$ cat src/hdl/ecu_pkg.sv
// Shared types, constants and the overshoot table for the easing curve unit.
// No dependencies; every other file refers to it by scoped names.
package ecu_pkg;

   typedef enum logic [1:0] {
      CURVE_LINEAR   = 2'd0,
      CURVE_EASE_IN  = 2'd1,
      CURVE_EASE_OUT = 2'd2,
      CURVE_SPRING   = 2'd3
   } curve_type;

   // spring position is floor(3*e*2^11/d): 2 integer bits, 11 fraction bits
   localparam int POS_WIDTH   = 13;
   localparam int DIV_STEPS   = POS_WIDTH;
   // accept edge to the edge that takes the result
   localparam int RSP_LATENCY = DIV_STEPS + 4;

   localparam int PROG_WIDTH = 9;
   localparam logic [PROG_WIDTH-1:0] PROG_DONE = 9'd256;
   localparam logic [PROG_WIDTH-1:0] PROG_MAX  = 9'd282;

   // floor(x/3) = (x*683)>>11 for x < 2048
   localparam logic [9:0] RECIP3       = 10'd683;
   localparam int         RECIP3_SHIFT = 11;

   typedef struct packed {
      curve_type curve;
      logic      zero;
      logic      done;
   } side_type;

   function automatic logic [PROG_WIDTH-1:0] overshoot(input logic [4:0] idx);
      logic [PROG_WIDTH-1:0] v;
      case (idx)
         5'd0:    v = 9'd0;
         5'd1:    v = 9'd47;
         5'd2:    v = 9'd89;
         5'd3:    v = 9'd126;
         5'd4:    v = 9'd158;
         5'd5:    v = 9'd186;
         5'd6:    v = 9'd209;
         5'd7:    v = 9'd229;
         5'd8:    v = 9'd245;
         5'd9:    v = 9'd257;
         5'd10:   v = 9'd267;
         5'd11:   v = 9'd274;
         5'd12:   v = 9'd278;
         5'd13:   v = 9'd281;
         5'd14:   v = 9'd282;
         5'd15:   v = 9'd281;
         5'd16:   v = 9'd279;
         5'd17:   v = 9'd276;
         5'd18:   v = 9'd272;
         5'd19:   v = 9'd269;
         5'd20:   v = 9'd265;
         5'd21:   v = 9'd261;
         5'd22:   v = 9'd259;
         5'd23:   v = 9'd257;
         5'd24:   v = 9'd256;
         default: v = 9'd256;
      endcase
      return v;
   endfunction

endpackage

$ cat src/hdl/ecu_div_step.sv
// One registered compare-subtract stage of the pipelined restoring divider.
// Uses ecu_pkg for the side-band struct and quotient width.
module ecu_div_step #(
   parameter int RW         = 33,
   parameter int DW         = 31,
   parameter int DOUBLE_REM = 1,
   parameter int DIV_SHIFT  = 0
) (
   input  logic                          clock,
   input  logic                          reset,
   input  logic                          in_valid,
   input  ecu_pkg::side_type             in_side,
   input  logic [RW-1:0]                 in_rem,
   input  logic [DW-1:0]                 in_div,
   input  logic [ecu_pkg::POS_WIDTH-1:0] in_quot,
   output logic                          out_valid,
   output ecu_pkg::side_type             out_side,
   output logic [RW-1:0]                 out_rem,
   output logic [DW-1:0]                 out_div,
   output logic [ecu_pkg::POS_WIDTH-1:0] out_quot
);

   logic [RW-1:0]                 cand;
   logic [RW-1:0]                 dvs;
   logic                          ge;
   logic                          valid_ff;
   ecu_pkg::side_type             side_ff;
   logic [RW-1:0]                 rem_ff, rem_in;
   logic [DW-1:0]                 div_ff;
   logic [ecu_pkg::POS_WIDTH-1:0] quot_ff, quot_in;

   always_comb begin
      if (DOUBLE_REM != 0) begin
         cand = {in_rem[RW-2:0], 1'b0};
      end else begin
         cand = in_rem;
      end
      dvs     = {{(RW-DW){1'b0}}, in_div} << DIV_SHIFT;
      ge      = (cand >= dvs);
      rem_in  = ge ? (cand - dvs) : cand;
      quot_in = {in_quot[ecu_pkg::POS_WIDTH-2:0], ge};
   end

   always_ff @(posedge clock) begin
      if (reset) begin
         valid_ff <= 1'b0;
      end else begin
         valid_ff <= in_valid;
      end
   end

   always_ff @(posedge clock) begin
      side_ff <= in_side;
      rem_ff  <= rem_in;
      div_ff  <= in_div;
      quot_ff <= quot_in;
   end

   assign out_valid = valid_ff;
   assign out_side  = side_ff;
   assign out_rem   = rem_ff;
   assign out_div   = div_ff;
   assign out_quot  = quot_ff;

endmodule

$ cat src/hdl/ecu_shape.sv
// Curve shaping: progress from the spring position, squares and table
// interpolation over three register stages. Uses ecu_pkg.
module ecu_shape (
   input  logic                           clock,
   input  logic                           reset,
   input  logic                           in_valid,
   input  ecu_pkg::side_type              in_side,
   input  logic [ecu_pkg::POS_WIDTH-1:0]  in_pos,
   output logic                           out_valid,
   output logic [ecu_pkg::PROG_WIDTH-1:0] out_progress
);

   // stage 1: t = floor(pos/24)
   logic [19:0]       third;
   logic [7:0]        t_in;
   logic              v1_ff;
   ecu_pkg::side_type side1_ff;
   logic [7:0]        t1_ff;
   logic [4:0]        idx1_ff;
   logic [7:0]        frac1_ff;

   // stage 2: products
   logic [8:0]        t_eff, base, a_val, b_val;
   logic signed [9:0] slope;
   logic [16:0]       sq_in;
   logic signed [18:0] sprod_in;
   logic              v2_ff;
   ecu_pkg::side_type side2_ff;
   logic [8:0]        t2_ff, a2_ff;
   logic [16:0]       sq2_ff;
   logic signed [18:0] sprod2_ff;

   // stage 3: result
   logic signed [18:0] adj;
   logic signed [10:0] bump, spring_sum;
   logic [8:0]        prog_in;
   logic              v3_ff;
   logic [8:0]        prog_ff;

   always_comb begin
      third = in_pos[ecu_pkg::POS_WIDTH-1:3] * ecu_pkg::RECIP3;
      t_in  = third[ecu_pkg::RECIP3_SHIFT +: 8];
   end

   always_ff @(posedge clock) begin
      if (reset) begin
         v1_ff <= 1'b0;
         v2_ff <= 1'b0;
         v3_ff <= 1'b0;
      end else begin
         v1_ff <= in_valid;
         v2_ff <= v1_ff;
         v3_ff <= v2_ff;
      end
   end

   always_ff @(posedge clock) begin
      side1_ff <= in_side;
      t1_ff    <= t_in;
      idx1_ff  <= in_pos[ecu_pkg::POS_WIDTH-1:8];
      frac1_ff <= in_pos[7:0];
   end

   always_comb begin
      if (side1_ff.zero) begin
         t_eff = 9'd0;
      end else if (side1_ff.done) begin
         t_eff = ecu_pkg::PROG_DONE;
      end else begin
         t_eff = {1'b0, t1_ff};
      end
      if (side1_ff.curve == ecu_pkg::CURVE_EASE_OUT) begin
         base = ecu_pkg::PROG_DONE - t_eff;
      end else begin
         base = t_eff;
      end
      sq_in    = base * base;
      a_val    = ecu_pkg::overshoot(idx1_ff);
      b_val    = ecu_pkg::overshoot(idx1_ff + 5'd1);
      slope    = $signed({1'b0, b_val}) - $signed({1'b0, a_val});
      sprod_in = slope * $signed({1'b0, frac1_ff});
   end

   always_ff @(posedge clock) begin
      side2_ff  <= side1_ff;
      t2_ff     <= t_eff;
      a2_ff     <= a_val;
      sq2_ff    <= sq_in;
      sprod2_ff <= sprod_in;
   end

   always_comb begin
      // interpolation step truncates toward zero
      adj        = sprod2_ff[18] ? (sprod2_ff + 19'sd255) : sprod2_ff;
      bump       = adj[18:8];
      spring_sum = $signed({2'b00, a2_ff}) + bump;
      case (side2_ff.curve)
         ecu_pkg::CURVE_LINEAR:   prog_in = t2_ff;
         ecu_pkg::CURVE_EASE_IN:  prog_in = sq2_ff[16:8];
         ecu_pkg::CURVE_EASE_OUT: prog_in = ecu_pkg::PROG_DONE - sq2_ff[16:8];
         ecu_pkg::CURVE_SPRING: begin
            if (side2_ff.zero || side2_ff.done) begin
               prog_in = t2_ff;
            end else begin
               prog_in = spring_sum[8:0];
            end
         end
         default:                 prog_in = t2_ff;
      endcase
   end

   always_ff @(posedge clock) begin
      prog_ff <= prog_in;
   end

   assign out_valid    = v3_ff;
   assign out_progress = prog_ff;

endmodule

$ cat src/hdl/animation_easing_curve_unit.sv
// Top level of the animation easing curve unit: input stage, divider chain
// and curve shaping. Depends on ecu_pkg, ecu_div_step and ecu_shape.
//
// Usage:
//   Drive req_command, req_elapsed and req_duration and raise start for one
//   cycle per word. busy is always low, so a word is taken at every edge
//   where start is high, one per cycle, with no gaps needed.
//   Each word yields one result word: rsp_valid is high for exactly one
//   cycle with rsp_progress, in 1/256 units (0..282), and results leave in
//   the order the words came in.
//   Throughput: one word per cycle. Between the accepting edge and rsp_valid
//   lie the input stage, one registered compare-subtract stage per bit of
//   the 13-bit spring position and three shaping stages, in that order.
//   Reset (synchronous) clears every valid bit; words in flight are dropped.
//   The receiver has no way to stall; it must take each result word in the
//   cycle the strobe is high.
module animation_easing_curve_unit #(
   parameter int TIME_WIDTH = 32
) (
   input  logic                           clock,
   input  logic                           reset,
   input  logic                           start,
   output logic                           busy,
   input  logic [1:0]                     req_command,
   input  logic signed [TIME_WIDTH-1:0]   req_elapsed,
   input  logic signed [TIME_WIDTH-1:0]   req_duration,
   output logic                           rsp_valid,
   output logic [ecu_pkg::PROG_WIDTH-1:0] rsp_progress
);

   localparam int MW = TIME_WIDTH - 1;
   localparam int RW = TIME_WIDTH + 1;

   logic              accept;
   logic              e_pos, d_pos;
   logic [MW-1:0]     e_mag, d_mag;
   ecu_pkg::side_type side_in;
   logic [RW-1:0]     rem_in;

   logic              s0_valid_ff;
   ecu_pkg::side_type s0_side_ff;
   logic [RW-1:0]     s0_rem_ff;
   logic [MW-1:0]     s0_div_ff;

   logic                          valid_chain [ecu_pkg::DIV_STEPS+1];
   ecu_pkg::side_type             side_chain  [ecu_pkg::DIV_STEPS+1];
   logic [ecu_pkg::POS_WIDTH-1:0] quot_chain  [ecu_pkg::DIV_STEPS+1];
   logic [RW-1:0]                 rem_chain   [ecu_pkg::DIV_STEPS];
   logic [MW-1:0]                 div_chain   [ecu_pkg::DIV_STEPS];

   assign busy   = 1'b0;
   assign accept = start && !busy;

   always_comb begin
      e_mag         = req_elapsed[MW-1:0];
      d_mag         = req_duration[MW-1:0];
      e_pos         = (req_elapsed != '0) && !req_elapsed[TIME_WIDTH-1];
      d_pos         = (req_duration != '0) && !req_duration[TIME_WIDTH-1];
      side_in.curve = ecu_pkg::curve_type'(req_command);
      side_in.zero  = !(e_pos && d_pos);
      side_in.done  = e_pos && d_pos && (e_mag >= d_mag);
      // 3*e
      rem_in        = {2'b00, e_mag} + {1'b0, e_mag, 1'b0};
   end

   always_ff @(posedge clock) begin
      if (reset) begin
         s0_valid_ff <= 1'b0;
      end else begin
         s0_valid_ff <= accept;
      end
   end

   always_ff @(posedge clock) begin
      s0_side_ff <= side_in;
      s0_rem_ff  <= rem_in;
      s0_div_ff  <= d_mag;
   end

   assign valid_chain[0] = s0_valid_ff;
   assign side_chain[0]  = s0_side_ff;
   assign quot_chain[0]  = '0;
   assign rem_chain[0]   = s0_rem_ff;
   assign div_chain[0]   = s0_div_ff;

   for (genvar k = 0; k < ecu_pkg::DIV_STEPS; k++) begin : g_div
      // first step tests 2d, second d, the rest double then test d
      if (k < ecu_pkg::DIV_STEPS - 1) begin : g_mid
         ecu_div_step #(
            .RW         (RW),
            .DW         (MW),
            .DOUBLE_REM ((k >= 2) ? 1 : 0),
            .DIV_SHIFT  ((k == 0) ? 1 : 0)
         ) u_step (
            .clock     (clock),
            .reset     (reset),
            .in_valid  (valid_chain[k]),
            .in_side   (side_chain[k]),
            .in_rem    (rem_chain[k]),
            .in_div    (div_chain[k]),
            .in_quot   (quot_chain[k]),
            .out_valid (valid_chain[k+1]),
            .out_side  (side_chain[k+1]),
            .out_rem   (rem_chain[k+1]),
            .out_div   (div_chain[k+1]),
            .out_quot  (quot_chain[k+1])
         );
      end else begin : g_last
         ecu_div_step #(
            .RW         (RW),
            .DW         (MW),
            .DOUBLE_REM (1),
            .DIV_SHIFT  (0)
         ) u_step (
            .clock     (clock),
            .reset     (reset),
            .in_valid  (valid_chain[k]),
            .in_side   (side_chain[k]),
            .in_rem    (rem_chain[k]),
            .in_div    (div_chain[k]),
            .in_quot   (quot_chain[k]),
            .out_valid (valid_chain[k+1]),
            .out_side  (side_chain[k+1]),
            .out_rem   (),
            .out_div   (),
            .out_quot  (quot_chain[k+1])
         );
      end
   end

   ecu_shape u_shape (
      .clock        (clock),
      .reset        (reset),
      .in_valid     (valid_chain[ecu_pkg::DIV_STEPS]),
      .in_side      (side_chain[ecu_pkg::DIV_STEPS]),
      .in_pos       (quot_chain[ecu_pkg::DIV_STEPS]),
      .out_valid    (rsp_valid),
      .out_progress (rsp_progress)
   );

endmodule

$ cat config.mk
export PLATFORM = sky130hd
export DESIGN_NAME = animation_easing_curve_unit
export DESIGN_NICKNAME = d
export VERILOG_FILES = /design/src/hdl/ecu_pkg.sv /design/src/hdl/ecu_div_step.sv /design/src/hdl/ecu_shape.sv /design/src/hdl/animation_easing_curve_unit.sv
export SDC_FILE = /design/constraint.sdc
export NUM_CORES = 2
export LEC_CHECK = 0
export BUFFER_PORTS_ARGS = -buffer_cell sky130_fd_sc_hd__buf_4
export CAP_MARGIN = 20
export CORE_MARGIN = 5
export CORE_UTILIZATION = 50
export DETAILED_ROUTE_END_ITERATION = 10
export GPL_TIMING_DRIVEN = 0
export PLACE_DENSITY = 0.66
export SYNTH_ARGS = -nofsm -noshare
export SYNTH_HDL_FRONTEND = slang
export SYNTH_SLANG_ARGS = --single-unit
$ cat constraint.sdc
create_clock -name clock -period 19 [get_ports clock]
set_input_delay 2.85 -clock clock [delete_from_list [all_inputs] [get_ports clock]]
set_output_delay 2.85 -clock clock [all_outputs]
set_load 0.02 [all_outputs]
==> key figures <==
CTS
  • Skew-Pair Late Insertion Delay: 710 ps
  • H-tree levels: 3
  • Clock transition at path regs: ~60 ps
  • Post-cts gate resize count: 0
  • Sink Count: 1077
  • CTS max path bufs: 3
  • CTS buffer count: between 100 and 150
  • Root buf cell: clkbuf_16
  • CTS tree: done
  • CTS Hold Buffers Added: 0
  • Setup Fix Bufs, Post-CTS: 0

Synth
  • Mapped Cells: 6395
  • Seq/Total Area, Yosys: 37.3%
  • Dominant synthesized flop cell: dfxtp_1
  • Area leader, netlist: dfxtp_1
  • Synth top area cells: dfxtp_1, ha_1, inv_1
  • EDFF count, synth: 0
  • Post-Syn Nets: 7235
  • Top cells by count, synth: dfxtp_1, inv_1, ha_1
  • Syn. warnings: 0
  • Synthesized area per cell: ~9.0 µm²
  • Top cell type's share of synthesized area: about 37%
  • FFs w/ async S/R, synth: 0%
  • Count leader, synth: dfxtp_1
  • Synthesized flop and latch total: ~1100
  • Cell Area, Synth: 0.0578 mm²
  • Netlist cell types: 101

Routing
  • Post-DR vias/cell: 5.31
  • Final wirelength: 134000 µm
  • Vias: 43500
  • Pre-antenna DRT Iters: 5
  • Remaining antenna violation count after routing: 0
  • Drt drc: 0
  • Routed WL per cell: roughly 16 µm
  • 1st-iter DRT viols: approximately 2700

Setup path
  • CP max stage cell: a21oi_1
  • CP required: 19570 ps
  • CP endpoint kind: flip-flop
  • Crit Path Max Fanout: 10
  • Largest stage delay, worst path: ~640 ps
  • Reg2Reg Setup Slack: 9810 ps
  • Critical Path Start Type: flip-flop
  • CP Data Arrival Time: 9760 ps
  • Most frequent CP cell: o21ai_0
  • Critical setup path kind: flip-flop to flip-flop

Floorplan
  • Die width: 350 µm
  • # rows: 124
  • Core Box Area: 0.115 mm²
  • Die ar.: 0.123 mm²
  • Initial Util: 50.4%
  • # IOs: 80
  • Die Ht: 350 µm

STA
  • Fin. Hold Viols: 0
  • Max Freq: 109 MHz
  • Unrepaired setup endpoints after global routing: false
  • Setup Viol. Count Final: 0
  • Skew final: 35.5 ps
  • Final Cycle Share: between 40% and 50%
  • Tmin final: 9190 ps
  • Slew headroom: 30.3%
  • Final Slew Violations: 0
  • Total negative slack: 0 ps
  • Least-Margin Pin Slew: 1050 ps

Global route
  • First-pass GRT wire length: 218000 µm
  • GRT Residual Overflow: 0
  • Largest net degree at the start of global routing: 17
  • Vias in the first global route: approximately 43000
  • Total GRT Usage: between 20% and 30%
  • Initial antenna violation count: 1

Placed design
  • Gpl congestion: around 0.92
  • # port buffers: 78
  • Post-DP HPWL: 108000 µm

Cells and area
  • Nets: 7426
  • Fin util: 55.9%
  • FF/Latch Area: 0.0216 mm²
  • Layout area overhead: 10.8%
  • Layout cell share with drive strength beyond 1: 7.16%
  • Antenna cells: 0
  • Area occupied by multi-input gates: 0.0327 mm²
  • Fillers: 10400

Status
  • Outcome: complete, no violations

Flow run
  • Maxcap violations: 0

Worst hold path
  • Worst hold path class: flip-flop to flip-flop
-- routing by layer --
| layer | global-route usage, % | routed length [µm] | vias to the layer above |
|---|---|---|---|
| met3 | 2.57 | 4600 | 293 |
| li1 | - | - | 22200 |
| met2 | 39.3 | 65800 | 910 |
| met5 | 0 | 0 | - |
| met4 | 8.10 | 5160 | 0 |
| met1 | 26.4 | 58800 | 20100 |
-- worst paths after layout --
check / from / to / depth (start not counted)
worst max-delay path: u_shape.idx1_ff[1] / u_shape.sprod2_ff[18] / 33
worst min-delay path: g_div[6].g_mid.u_step.out_quot[4] / g_div[7].g_mid.u_step.out_quot[5] / 0
worst max register to register: u_shape.idx1_ff[1] / u_shape.sprod2_ff[18] / 33
worst min register to register: g_div[6].g_mid.u_step.out_quot[4] / g_div[7].g_mid.u_step.out_quot[5] / 0
-- cell families after synthesis --
kind of cell | synth area share (%)
adder cells (fa/ha/maj) | 18.4
other | 0.00649
AO/OA/AOI/OAI | 17.6
buffers and inverters | 6.18
flip-flops | 37.3
XOR/XNOR | 5.98
AND/OR/NAND/NOR | 12.5
multiplexers | 2.07
-- flip-flops by register name, indices dropped and copies added (netlist names), 9 cells and up --
signal                        count
g_div.g_last.u_step.out_quot     13
g_div.g_mid.u_step.out_div      372
g_div.g_mid.u_step.out_quot      78
g_div.g_mid.u_step.out_rem      385
g_div.g_mid.u_step.out_side      48
g_div.g_mid.u_step.out_valid     12
s0_div_ff                        31
s0_rem_ff                        33
u_shape.a2_ff                     9
u_shape.a_val                     9
u_shape.out_progress              9
u_shape.sprod2_ff                18
u_shape.sq2_ff                    9
u_shape.t2_ff                     9
-- worst max-delay path: cells and delay by family, from the launching register on --
family	cells	cell delay, ps
xor+xnor	1	600
flops	1	520
simple gates	6	1010
buf+inv	3	140
compound gates	15	3450
fa+ha+maj	7	3050
mux	1	240
-- stage by stage --
| stage | instance area [µm²] | hold WS, ps | cells | setup WS (ps) |
|---|---|---|---|---|
| after floorplan | 57800 | 310 | 6395 | 11300 |
| after global placement | 60300 | 310 | 7985 | 9910 |
| after detailed placement | 60300 | 312 | 7986 | 9880 |
| after CTS | 64100 | 308 | 8191 | 9820 |
| after global routing | 64100 | 319 | 8191 | 8810 |
| final | 64100 | 312 | 8191 | 9810 |
-- placed cells by master, fill, tap and decap left out, drive strengths merged, types with 88 or more instances in the layout --
master and n:
a21oi 418, nor2b 88, inv 806, nand2 525, o21ai 469, clkbuf 238
buf 124, nor2 378, xnor2 240, a21o 236, xor2 155, fa 135
dfxtp 1077, ha 636
-- final cells by class --
cell class                 instances  share of cell area, %
tap                             1512                   2.95
multi-input combinational       4389                   51.0
clock buffer                     156                   4.91
buffer                           127                  0.879
timing repair buffer              79                  0.920
inverter                         802                   4.70
clock inverter                    49                  0.976
sequential                      1077                   33.6
Power is not shown: default switching activity piles up to over one toggle a cycle in this logic, so the estimate is an artifact.
